<file path="src/rtl/sckt_pkg.sv">
// Types, scancode constants and keymap tables for the set-1 key translator.
// No dependencies.
package sckt_pkg;

    localparam int TERMINAL_COUNT_DEF = 3;

    localparam logic [7:0] SC_PREFIX = 8'hE0;
    localparam logic [7:0] SC_WIN_L  = 8'h5B;
    localparam logic [7:0] SC_WIN_R  = 8'h5C;
    localparam logic [6:0] SC_ALT    = 7'h38;
    localparam logic [6:0] SC_CTRL   = 7'h1D;
    localparam logic [6:0] SC_LSHIFT = 7'h2A;
    localparam logic [6:0] SC_RSHIFT = 7'h36;
    localparam logic [6:0] SC_CAPS   = 7'h3A;
    localparam logic [6:0] SC_F1     = 7'h3B;
    localparam logic [6:0] SC_F10    = 7'h44;
    localparam logic [6:0] SC_F11    = 7'h57;
    localparam logic [7:0] FKEY_BASE = 8'hB0;

    localparam logic [7:0] SC_UP     = 8'h48;
    localparam logic [7:0] SC_DOWN   = 8'h50;
    localparam logic [7:0] SC_LEFT   = 8'h4B;
    localparam logic [7:0] SC_RIGHT  = 8'h4D;
    localparam logic [7:0] SC_DEL    = 8'h53;
    localparam logic [7:0] SC_HOME   = 8'h47;
    localparam logic [7:0] SC_END    = 8'h4F;

    localparam logic [3:0] ACT_KEY      = 4'd0;
    localparam logic [3:0] ACT_TERMINAL = 4'd1;
    localparam logic [3:0] ACT_MENU     = 4'd2;
    localparam logic [3:0] ACT_FILES    = 4'd3;
    localparam logic [3:0] ACT_MAXIMIZE = 4'd9;

    typedef struct packed {
        logic prefix;
        logic shift;
        logic alt;
        logic ctrl;
        logic caps;
    } key_state_t;

    typedef struct packed {
        logic       valid;
        logic [3:0] action;
        logic [7:0] key_code;
        logic [1:0] terminal_index;
    } key_result_t;

    localparam logic [7:0] MAP_PLAIN [64] = '{
        8'h00, 8'h1B, 8'h31, 8'h32, 8'h33, 8'h34, 8'h35, 8'h36,
        8'h37, 8'h38, 8'h39, 8'h30, 8'h2D, 8'h3D, 8'h08, 8'h09,
        8'h71, 8'h77, 8'h65, 8'h72, 8'h74, 8'h79, 8'h75, 8'h69,
        8'h6F, 8'h70, 8'h5B, 8'h5D, 8'h0A, 8'h00, 8'h61, 8'h73,
        8'h64, 8'h66, 8'h67, 8'h68, 8'h6A, 8'h6B, 8'h6C, 8'h3B,
        8'h27, 8'h60, 8'h00, 8'h5C, 8'h7A, 8'h78, 8'h63, 8'h76,
        8'h62, 8'h6E, 8'h6D, 8'h2C, 8'h2E, 8'h2F, 8'h00, 8'h2A,
        8'h00, 8'h20, 8'h00, 8'h00, 8'h00, 8'h00, 8'h00, 8'h00
    };

    localparam logic [7:0] MAP_SHIFTED [64] = '{
        8'h00, 8'h1B, 8'h21, 8'h40, 8'h23, 8'h24, 8'h25, 8'h5E,
        8'h26, 8'h2A, 8'h28, 8'h29, 8'h5F, 8'h2B, 8'h08, 8'h09,
        8'h51, 8'h57, 8'h45, 8'h52, 8'h54, 8'h59, 8'h55, 8'h49,
        8'h4F, 8'h50, 8'h7B, 8'h7D, 8'h0A, 8'h00, 8'h41, 8'h53,
        8'h44, 8'h46, 8'h47, 8'h48, 8'h4A, 8'h4B, 8'h4C, 8'h3A,
        8'h22, 8'h7E, 8'h00, 8'h7C, 8'h5A, 8'h58, 8'h43, 8'h56,
        8'h42, 8'h4E, 8'h4D, 8'h3C, 8'h3E, 8'h3F, 8'h00, 8'h2A,
        8'h00, 8'h20, 8'h00, 8'h00, 8'h00, 8'h00, 8'h00, 8'h00
    };

endpackage

</file>
<file path="src/rtl/sckt_decode.sv">
// Combinational scancode decode: next modifier state and the optional result.
// Depends on sckt_pkg.
module sckt_decode #(
    parameter int TERMINAL_COUNT = sckt_pkg::TERMINAL_COUNT_DEF
) (
    input  logic [7:0]          scancode,
    input  sckt_pkg::key_state_t  st,
    output sckt_pkg::key_state_t  st_next,
    output sckt_pkg::key_result_t res
);
    import sckt_pkg::*;

    localparam logic [6:0] F_TERM_END = 7'(SC_F1 + TERMINAL_COUNT);
    localparam logic [6:0] F_APP_LAST = 7'(SC_F1 + TERMINAL_COUNT + 5);

    logic       rel;
    logic [6:0] code;
    logic [6:0] fk_off;
    logic [6:0] app_off;
    logic [7:0] map_c;
    logic [7:0] caps_c;
    logic [7:0] chr;
    logic [7:0] ext_c;
    logic       is_letter;

    assign rel     = scancode[7];
    assign code    = scancode[6:0];
    assign fk_off  = code - SC_F1;
    assign app_off = code - F_TERM_END;

    always_comb
    begin
        map_c  = st.shift ? MAP_SHIFTED[code[5:0]] : MAP_PLAIN[code[5:0]];
        caps_c = map_c;
        if (st.caps && (map_c inside {[8'h61:8'h7A], [8'h41:8'h5A]}))
        begin
            caps_c = map_c ^ 8'h20;
        end
        is_letter = caps_c inside {[8'h61:8'h7A], [8'h41:8'h5A]};
        chr = (st.ctrl && is_letter) ? {3'b000, caps_c[4:0]} : caps_c;
    end

    always_comb
    begin
        case (scancode)
            SC_UP:    ext_c = st.shift ? 8'h90 : 8'h80;
            SC_DOWN:  ext_c = st.shift ? 8'h91 : 8'h81;
            SC_LEFT:  ext_c = st.shift ? 8'h92 : 8'h82;
            SC_RIGHT: ext_c = st.shift ? 8'h93 : 8'h83;
            SC_DEL:   ext_c = 8'h84;
            SC_HOME:  ext_c = st.shift ? 8'h94 : 8'h85;
            SC_END:   ext_c = st.shift ? 8'h95 : 8'h86;
            default:  ext_c = 8'h00;
        endcase
    end

    always_comb
    begin
        st_next = st;
        res     = '0;
        if (scancode == SC_PREFIX)
        begin
            st_next.prefix = 1'b1;
        end
        else if (st.prefix)
        begin
            st_next.prefix = 1'b0;
            if (!rel)
            begin
                if (scancode == SC_WIN_L || scancode == SC_WIN_R)
                begin
                    res.valid  = 1'b1;
                    res.action = ACT_MENU;
                end
                else if (ext_c != 8'h00)
                begin
                    res.valid    = 1'b1;
                    res.action   = ACT_KEY;
                    res.key_code = ext_c;
                end
            end
        end
        else if (code == SC_ALT)
        begin
            st_next.alt = !rel;
        end
        else if (code == SC_CTRL)
        begin
            st_next.ctrl = !rel;
        end
        else if (code inside {SC_LSHIFT, SC_RSHIFT})
        begin
            st_next.shift = !rel;
        end
        else if (code == SC_CAPS)
        begin
            if (!rel)
            begin
                st_next.caps = !st.caps;
            end
        end
        else if (st.alt && !rel && code >= SC_F1 && code < F_TERM_END)
        begin
            res.valid          = 1'b1;
            res.action         = ACT_TERMINAL;
            res.terminal_index = fk_off[1:0];
        end
        else if (st.alt && !rel && code >= F_TERM_END && code <= F_APP_LAST)
        begin
            res.valid  = 1'b1;
            res.action = ACT_FILES + app_off[3:0];
        end
        else if (!rel && code == SC_F11)
        begin
            res.valid  = 1'b1;
            res.action = ACT_MAXIMIZE;
        end
        else if (!rel && !st.alt && code >= SC_F1 && code <= SC_F10)
        begin
            res.valid    = 1'b1;
            res.action   = ACT_KEY;
            res.key_code = FKEY_BASE + {1'b0, fk_off};
        end
        else if (!rel && !code[6] && chr != 8'h00)
        begin
            res.valid    = 1'b1;
            res.action   = ACT_KEY;
            res.key_code = chr;
        end
    end

endmodule

</file>
<file path="src/rtl/scancode_set1_key_translator_core.sv">
// Top level of the PS/2 set-1 scancode translator: input register, decode, result register.
// Depends on sckt_pkg and sckt_decode.
//
//  channel  dir  tdata bits                                    notes
//  s_axis   in   [7:0] scancode                                one byte per request
//  m_axis   out  [3:0] action [11:4] key_code [13:12] term_idx [15:14] zero
//
// One request per cycle unless a result stalls on m_tready; m_tdata is registered.
// The input register advances when the result register is empty, is being taken,
// or the byte yields no result; modifier state updates on that advance.
// rst_n clears valid flags and modifier state; payload registers are not reset.
module scancode_set1_key_translator_core #(
    parameter int TERMINAL_COUNT = sckt_pkg::TERMINAL_COUNT_DEF
) (
    input  logic        clk,
    input  logic        rst_n,
    input  logic        s_tvalid,
    output logic        s_tready,
    input  logic [7:0]  s_tdata,   // [7:0] scancode
    output logic        m_tvalid,
    input  logic        m_tready,
    output logic [15:0] m_tdata    // [3:0] action, [11:4] key_code, [13:12] terminal_index
);
    import sckt_pkg::*;

    logic        in_valid_reg;
    logic [7:0]  sc_reg;
    key_state_t  st_reg;
    key_state_t  st_next;
    key_result_t res;
    logic        out_valid_reg;
    logic [13:0] out_data_reg;
    logic        advance;

    sckt_decode #(
        .TERMINAL_COUNT(TERMINAL_COUNT)
    ) u_decode (
        .scancode (sc_reg),
        .st       (st_reg),
        .st_next  (st_next),
        .res      (res)
    );

    assign advance  = in_valid_reg && (!out_valid_reg || m_tready || !res.valid);
    assign s_tready = !in_valid_reg || advance;
    assign m_tvalid = out_valid_reg;
    assign m_tdata  = {2'b00, out_data_reg};

    always_ff @(posedge clk or negedge rst_n)
    begin
        if (!rst_n)
        begin
            in_valid_reg  <= 1'b0;
            out_valid_reg <= 1'b0;
            st_reg        <= '0;
        end
        else
        begin
            if (s_tready)
            begin
                in_valid_reg <= s_tvalid;
            end
            if (advance)
            begin
                st_reg <= st_next;
            end
            if (advance && res.valid)
            begin
                out_valid_reg <= 1'b1;
            end
            else if (m_tready)
            begin
                out_valid_reg <= 1'b0;
            end
        end
    end

    always_ff @(posedge clk)
    begin
        if (s_tready && s_tvalid)
        begin
            sc_reg <= s_tdata;
        end
        if (advance && res.valid)
        begin
            out_data_reg <= {res.terminal_index, res.key_code, res.action};
        end
    end

endmodule

</file>
<file path="config.mk">
export PLATFORM = sky130hd
export DESIGN_NAME = scancode_set1_key_translator_core
export DESIGN_NICKNAME = d
export VERILOG_FILES = /design/src/rtl/sckt_pkg.sv /design/src/rtl/sckt_decode.sv /design/src/rtl/scancode_set1_key_translator_core.sv
export SDC_FILE = /design/constraint.sdc
export NUM_CORES = 1
export LEC_CHECK = 0
export CAP_MARGIN = 15
export CORE_ASPECT_RATIO = 0.6
export CORE_MARGIN = 2
export CORE_UTILIZATION = 34
export DETAILED_ROUTE_END_ITERATION = 8
export DONT_BUFFER_PORTS = 1
export GPL_TIMING_DRIVEN = 0
export SLEW_MARGIN = 20
export SYNTH_ARGS = -nofsm -noshare
export SYNTH_HDL_FRONTEND = slang
export SYNTH_SLANG_ARGS = --single-unit
</file>
<file path="constraint.sdc">
create_clock -name clk -period 7.5 [get_ports clk]
set_input_delay 0.75 -clock clk [delete_from_list [all_inputs] [get_ports clk]]
set_output_delay 0.75 -clock clk [all_outputs]
set_load 0.01 [all_outputs]
</file>
Yosys cells after proc, flatten, opt, wreduce, memory -nomap -nowiden
Memory sizes are Yosys's and may differ from the RTL's.
Cells that the tools add are included.
{ "classes": {"add_sub_neg": 4, "order_cmp": 14, "n_eq_ne": 16, "mux": 37, "n_bitwise": 9, "reduce_logical": 42} }
{ "op_table": {"columns": ["operator", "n"], "rows": [
  ["8-bit 2-to-1 mux", 10],
  ["15-bit 2-to-1 mux", 5],
  ["8-bit by 7-bit == test with 1-bit output, second input constant", 9],
  ["13-bit 2-to-1 mux", 5],
  ["8-bit case mux with 7 select lines", 1],
  ["5-bit 2-to-1 mux", 10],
  ["8-bit by 7-bit >= comparator with 1-bit output, second input constant", 4],
  ["8-bit by 7-bit less-or-equal comparator with 1-bit output, second input constant", 4],
  ["7-bit by 6-bit == test with 1-bit output, second input constant", 4],
  ["1-bit logical AND", 20],
  ["8-bit nonzero test", 2],
  ["7-bit by 6-bit >= comparator with 1-bit output, second input constant", 2],
  ["7-bit less-or-equal comparator, second input constant", 2],
  ["8-bit by 7-bit adder with 8-bit output, first input constant", 1],
  ["8-bit == test, second input constant", 1],
  ["1-bit NOT", 8],
  ["8-bit AND reduction", 1],
  ["2-bit nonzero test", 4],
  ["7-bit by 5-bit == test with 1-bit output, second input constant", 1],
  ["7-bit == test, second input constant", 1],
  ["7-bit >= comparator, second input constant", 1],
  ["1-bit logical NOT", 7],
  ["7-bit by 6-bit less-than comparator with 1-bit output, second input constant", 1],
  ["6-bit NOT with 7-bit output", 1],
  ["other kinds (11)", 17]
]} }
{ "word_totals": {"regBits": 29, "rom_bits": 1024, "out_inout_bits": 18, "word_cells": 134, "n_memories": 2} }
{ "memory_table": {"columns": ["memory", "words", "word_bits", "read_ports", "rd_clocked_by_memory_dff", "write_ports", "line_no", "source"], "rows": [
  ["(no name shown)", 64, 8, 1, 0, 0, "sckt_decode.sv:33", "map_c = st.shift ? MAP_SHIFTED[code[5:0]] : MAP_PLAIN[code[5:0]];"],
  ["(no name shown)", 64, 8, 1, 0, 0, "sckt_decode.sv:33", null]
]} }

Depth between registers and ports, before layout
{ "depth": {"depth_word": 33, "depth_mapped": 12, "depth_no_buf": 11} }

By module
From an unflattened synthesis, not the netlist that was laid out.
{ "hier_totals": {"hier_cells": 392, "hier_area_um2": 3150.5} }
{ "by_module_without_submodules": {"columns": ["mod", "instances", "cells_per_inst", "area_per_inst_um2", "seq_area_each_um2"], "rows": [
  ["sckt_decode", 1, 328, 2069.5, 0.0],
  ["scancode_set1_key_translator_core", 1, 64, 1081.0, 835.8]
]} }

Least setup slack after synthesis
Ideal clock, no wire load.
{ "synth_path": {"path_type": "reg2out", "startpoint": "register sc_reg[0]", "endpoint": "output s_tready", "t_arrival_ps": 3082, "slack_ps": 3668, "stages_incl_launch_ff": 11, "cell_sequence": "edfxtp_1 -> clkbuf_1 -> inv_1 -> ha_1 -> nor2_2 -> mux4_2 -> a2111o_1 -> nand4b_4 -> o41ai_2 -> a21o_2 -> or2_1"} }
{ "synth_between": {"elab_chain_len": 32, "word_cells_on_any_way": 79, "classes_between": "order compare (13); eq/ne (16); mux (22); bitwise (2); reduce/logical (24); memory (2)"} }
{ "synth_rtl": {"columns": ["element", "line_no", "source"], "rows": [
  ["start, declared", "scancode_set1_key_translator_core.sv:27", "logic [7:0] sc_reg;"],
  ["start signal, assigned", "scancode_set1_key_translator_core.sv:82", "sc_reg <= s_tdata;"],
  ["6-bit NOT with 7-bit output (implied by the code)", "sckt_decode.sv:33", null],
  ["memory 64 x 8 bit", null, null],
  ["8-bit 2-to-1 mux (implied by the code) (2 in a row)", "sckt_decode.sv:33", null],
  ["8-bit 2-to-1 mux", "sckt_decode.sv:33", null],
  ["8-bit by 7-bit >= comparator with 1-bit output / 8-bit by 7-bit less-or-equal comparator with 1-bit output (equally long branches)", "sckt_decode.sv:35", "if (st.caps && (map_c inside {[8'h61:8'h7A], [8'h41:8'h5A]}))"],
  ["1-bit logical AND", "sckt_decode.sv:35", null],
  ["2-bit nonzero test", "sckt_decode.sv:35", null],
  ["1-bit logical AND", "sckt_decode.sv:35", null],
  ["[15 not listed]", null, null],
  ["15-bit 2-to-1 mux", "sckt_decode.sv:87", "else if (code == SC_CTRL)"],
  ["15-bit 2-to-1 mux", "sckt_decode.sv:83", "else if (code == SC_ALT)"],
  ["13-bit 2-to-1 mux", "sckt_decode.sv:65", "else if (st.prefix)"],
  ["15-bit 2-to-1 mux (*)", "sckt_decode.sv:61", "if (scancode == SC_PREFIX)"],
  ["1-bit logical NOT (*)", "scancode_set1_key_translator_core.sv:44", "assign advance = in_valid_reg && (!out_valid_reg || m_tready || !res.valid);"],
  ["1-bit logical OR (*)", "scancode_set1_key_translator_core.sv:44", null],
  ["1-bit logical AND (*)", "scancode_set1_key_translator_core.sv:44", null],
  ["1-bit logical OR (*)", "scancode_set1_key_translator_core.sv:45", "assign s_tready = !in_valid_reg || advance;"],
  ["end, declared", "scancode_set1_key_translator_core.sv:18", "output logic s_tready,"]
]} }
Every way passes the cells marked *; elsewhere a longest branch is shown, timed or not. The select of a mux whose other input is x is not followed.

Worst setup path in the final report
Ends and elaborated chain as after synthesis.

==> insert_results.sql <==
INSERT INTO impl_metrics (metric_group, metric, value, unit) VALUES
('status', 'status', 'complete, no violations', ''),
('final_layout', 'synthToLayoutAreaGrowth', '10.62', '%'),
('synth', 'synth-adder-area-share', '7.225', '%'),
('floorplanning', 'io-pin-count', '30', ''),
('synth', 'netlist_area', '2944', 'um2'),
('timing', 'number_of_hold_violations_in_the_final_report', '0', ''),
('grt', 'met2_usage', '26.34', '%'),
('setup_path', 'worstSetupStartpointType', 'register', ''),
('setup_path', 'worst_ep_required_time', '6750', 'ps'),
('grt', 'overflow_left_after_global_routing', '0', ''),
('timing', 'fin_setup_tns', '0', 'ps'),
('synth', 'synth_ff_type', 'edfxtp_1', ''),
('setup_path', 'crit_path_end_kind', 'output pin', ''),
('routing', 'route.antenna.remaining_nets', '0', ''),
('place', 'inst_count_dp', '465', ''),
('routing', 'drt_iter0_markers', '581', ''),
('clock_tree', 'cts.repair_timing.setup_buffer_count', '0', ''),
('clock_tree', 'clock_insertion_delay_worst_skew', '290', 'ps'),
('synth', 'yosysTopAreaCellShare', '22.44', '%'),
('synth', 'synthMuxAreaShare', '5.525', '%'),
('final_layout', 'final_layout_size_suffix_gt1_share', '11.36', '%'),
('timing', 'fin_crit_sh', '72.29', '%'),
('grt', 'antenna_found_initial', '0', ''),
('synth', 'post_synth_xor_area_fraction', '1.487', '%'),
('routing', 'drt-pass1-iter-count', '8', ''),
('place', 'dpl_worst_slack', '2623', 'ps'),
('timing', 'slew_headroom', '44.92', '%'),
('synth', 'avgSynthCellArea', '8.364', 'um2'),
('synth', 'ys_warn_count', '0', ''),
('synth', 'synth_area_in_compound_gates', '24.39', '%'),
('synth', 'synth.area.top_cells', 'edfxtp_1 (22%), ha_1 (7.2%), dfrtp_1 (5.9%)', ''),
('clock_tree', 'ctsRootBufferMaster', 'clkbuf_16', ''),
('synth', 'synth_top_family_by_area', 'simple AND/OR/NAND/NOR gates', ''),
('power', 'power-per-cell-area', '176.5', 'nW/um2'),
('synth', 'synth_seq_area_share', '28.39', '%'),
('grt', 'gr-max-usage-layer', 'met1', ''),
('final_layout', 'antenna-diode-count', '0', ''),
('clock_tree', 'numClockSinks', '29', ''),
('grt', 'wire_length_of_the_first_global_routing_pass', '15940', 'um'),
('floorplanning', 'die_h', '76.08', 'um'),
('setup_path', 'reg2reg_depth', '10', ''),
('power', 'power.ir.vdd_worst', '0.07838', 'mV'),
('synth', 'post_synth_simple_gate_area', '26.73', '%'),
('routing', 'detail_route.vias_per_cell', '6.304', ''),
('routing', 'wire_per_inst', '21.00', 'um'),
('place', 'routabilityCongestion', '1.064', ''),
('grt', 'grt_start_max_net_pins', '16', ''),
('clock_tree', 'cts_made_buffers', '5', ''),
('clock_tree', 'clock_tree_from_tritoncts', 'done', ''),
('synth', 'ys_types', '72', ''),
('timing', 'rsz0062_at_grt', 'false', ''),
('timing', 'post-route-min-period', '5422', 'ps'),
('synth', 'synth_seq_cells', '29', ''),
('final_layout', 'finalNetCount', '389', ''),
('synth', 'synth_enable_flop_cells', '22', ''),
('grt', 'globalRouteTotalUtil', '22.24', '%'),
('timing', 'final_max_tran_viols', '0', ''),
('flow_run', 'max_cap_viol_count', '0', ''),
('final_layout', 'final_cells', '473', ''),
('place', 'dp_hpwl', '7423', 'um'),
('routing', 'routed_wire_length', '9934', 'um'),
('clock_tree', 'clock_transition_at_the_register_clock_pins_on_the_worst_setup_and_hold_paths_after_cts', '50', 'ps'),
('setup_path', 'type_of_the_worst_setup_path', 'register to output pin', ''),
('grt', 'first_global_vias', '2773', ''),
('grt', 'grt_use_met1', '34.37', '%'),
('timing', 'timing.final.ws_setup', '2078', 'ps'),
('synth', 'postSynth.asyncResetShare', '24.14', '%'),
('floorplanning', 'initial_core_util', '34.81', '%'),
('floorplanning', 'coreArea', '8458', 'um2'),
('grt', 'grt_use_met3', '10.70', '%'),
('power', 'p_leak', '1.224', 'nW');
-- layout make-up --
type,count,area [um2]
fillers,843,5201
multi-input cells,286,1934
flip-flops and latches,29,835.8
plain buffers,28,142.6
well taps,112,140.1
clock buffers,5,125.1
clock inverters,3,41.29
inverters,10,37.54
-- kinds of logic after synthesis --
kind of cell / after synthesis
AOI/OAI and AO/OA: 103
xor gates and xnor gates: 5
adders and majority gates: 17
buffers and inverters: 38
DFF: 29
muxes: 11
other: 1
and+or+nand+nor: 148
-- worst max-delay path, cell delays in order (launching register included) --
cell and delay, ps:
edfxtp_1 570, clkbuf_1 500, inv_1 360, ha_1 640, nor2_2 150, mux4_2 500, a2111o_1 510, nand4b_4 220
o41ai_2 520, a21o_2 250, or2_1 160
-- synth_stat cells, types with 3 or more instances --
master,count
nor2b_1,10
o31a_1,3
o31ai_1,4
buf_1,4
or2_2,3
nor3_1,21
a21oi_1,22
or2_1,3
dfrtp_1,7
o2111ai_1,3
mux2i_1,5
o21a_1,3
buf_2,9
o211a_1,3
inv_1,7
o211ai_1,4
nand2_1,30
nand2b_1,12
and3_1,3
nand3_1,18
ha_1,17
nor2_1,24
xnor2_1,3
or3_1,3
clkbuf_1,11
mux4_2,4
o21ai_0,27
nand3b_1,3
edfxtp_1,22
o32a_1,3
-- where the power goes --
group          internal, mW  switching (mW)
combinational        0.0549          0.0985
clock                 0.155          0.0715
sequential            0.185          0.0105
total                 0.394           0.181
-- path summary, 6_finish.rpt --
| path | startpoint | end | slack, ps |
|---|---|---|---|
| max | sc_reg[0] | s_tready | 2080 |
| min | rst_n | m_tvalid | 150 |
| max reg2reg | sc_reg[0] | sc_reg[0] | 2630 |
| min reg2reg | st_reg[0] | st_reg[0] | 500 |
| max in group asynchronous | rst_n | st_reg[3] | 7270 |
| min in group clk | st_reg[0] | st_reg[0] | 500 |
-- cell usage in the layout, fill, tap and decap left out, types with 9 or more instances in the layout --
cell and n:
nor2b_1 9, clkbuf_1 11, ha_1 17, edfxtp_1 22, nand2_1 30, nand3_1 18
a21oi_1 22, nand2b_1 12, nor2_1 24, o21ai_0 27, nor3_1 21, buf_2 9
-- per-stage QoR --
stage               area (um2)  hold WS [ps]  util, %  power (mW)
finish                    3257         154.2    38.51      0.5749
global route              3257         148.2    38.51      0.6005
CTS                       3257         152.2    38.51      0.5730
detailed placement        3090         454.6    36.54      0.3438
global placement          3088         454.6    36.51      0.3445
floorplan                 2948         454.4        -      0.3030
-- routing by layer --
layer	up-vias	routed length [um]	share of wire (%)
li1	1332	-	-
met1	1357	4570	46
met2	263	3564	36
met3	30	1593	16
met4	0	206	2.1
met5	-	0	0
Note: power is estimated with default switching activity, not from simulation.
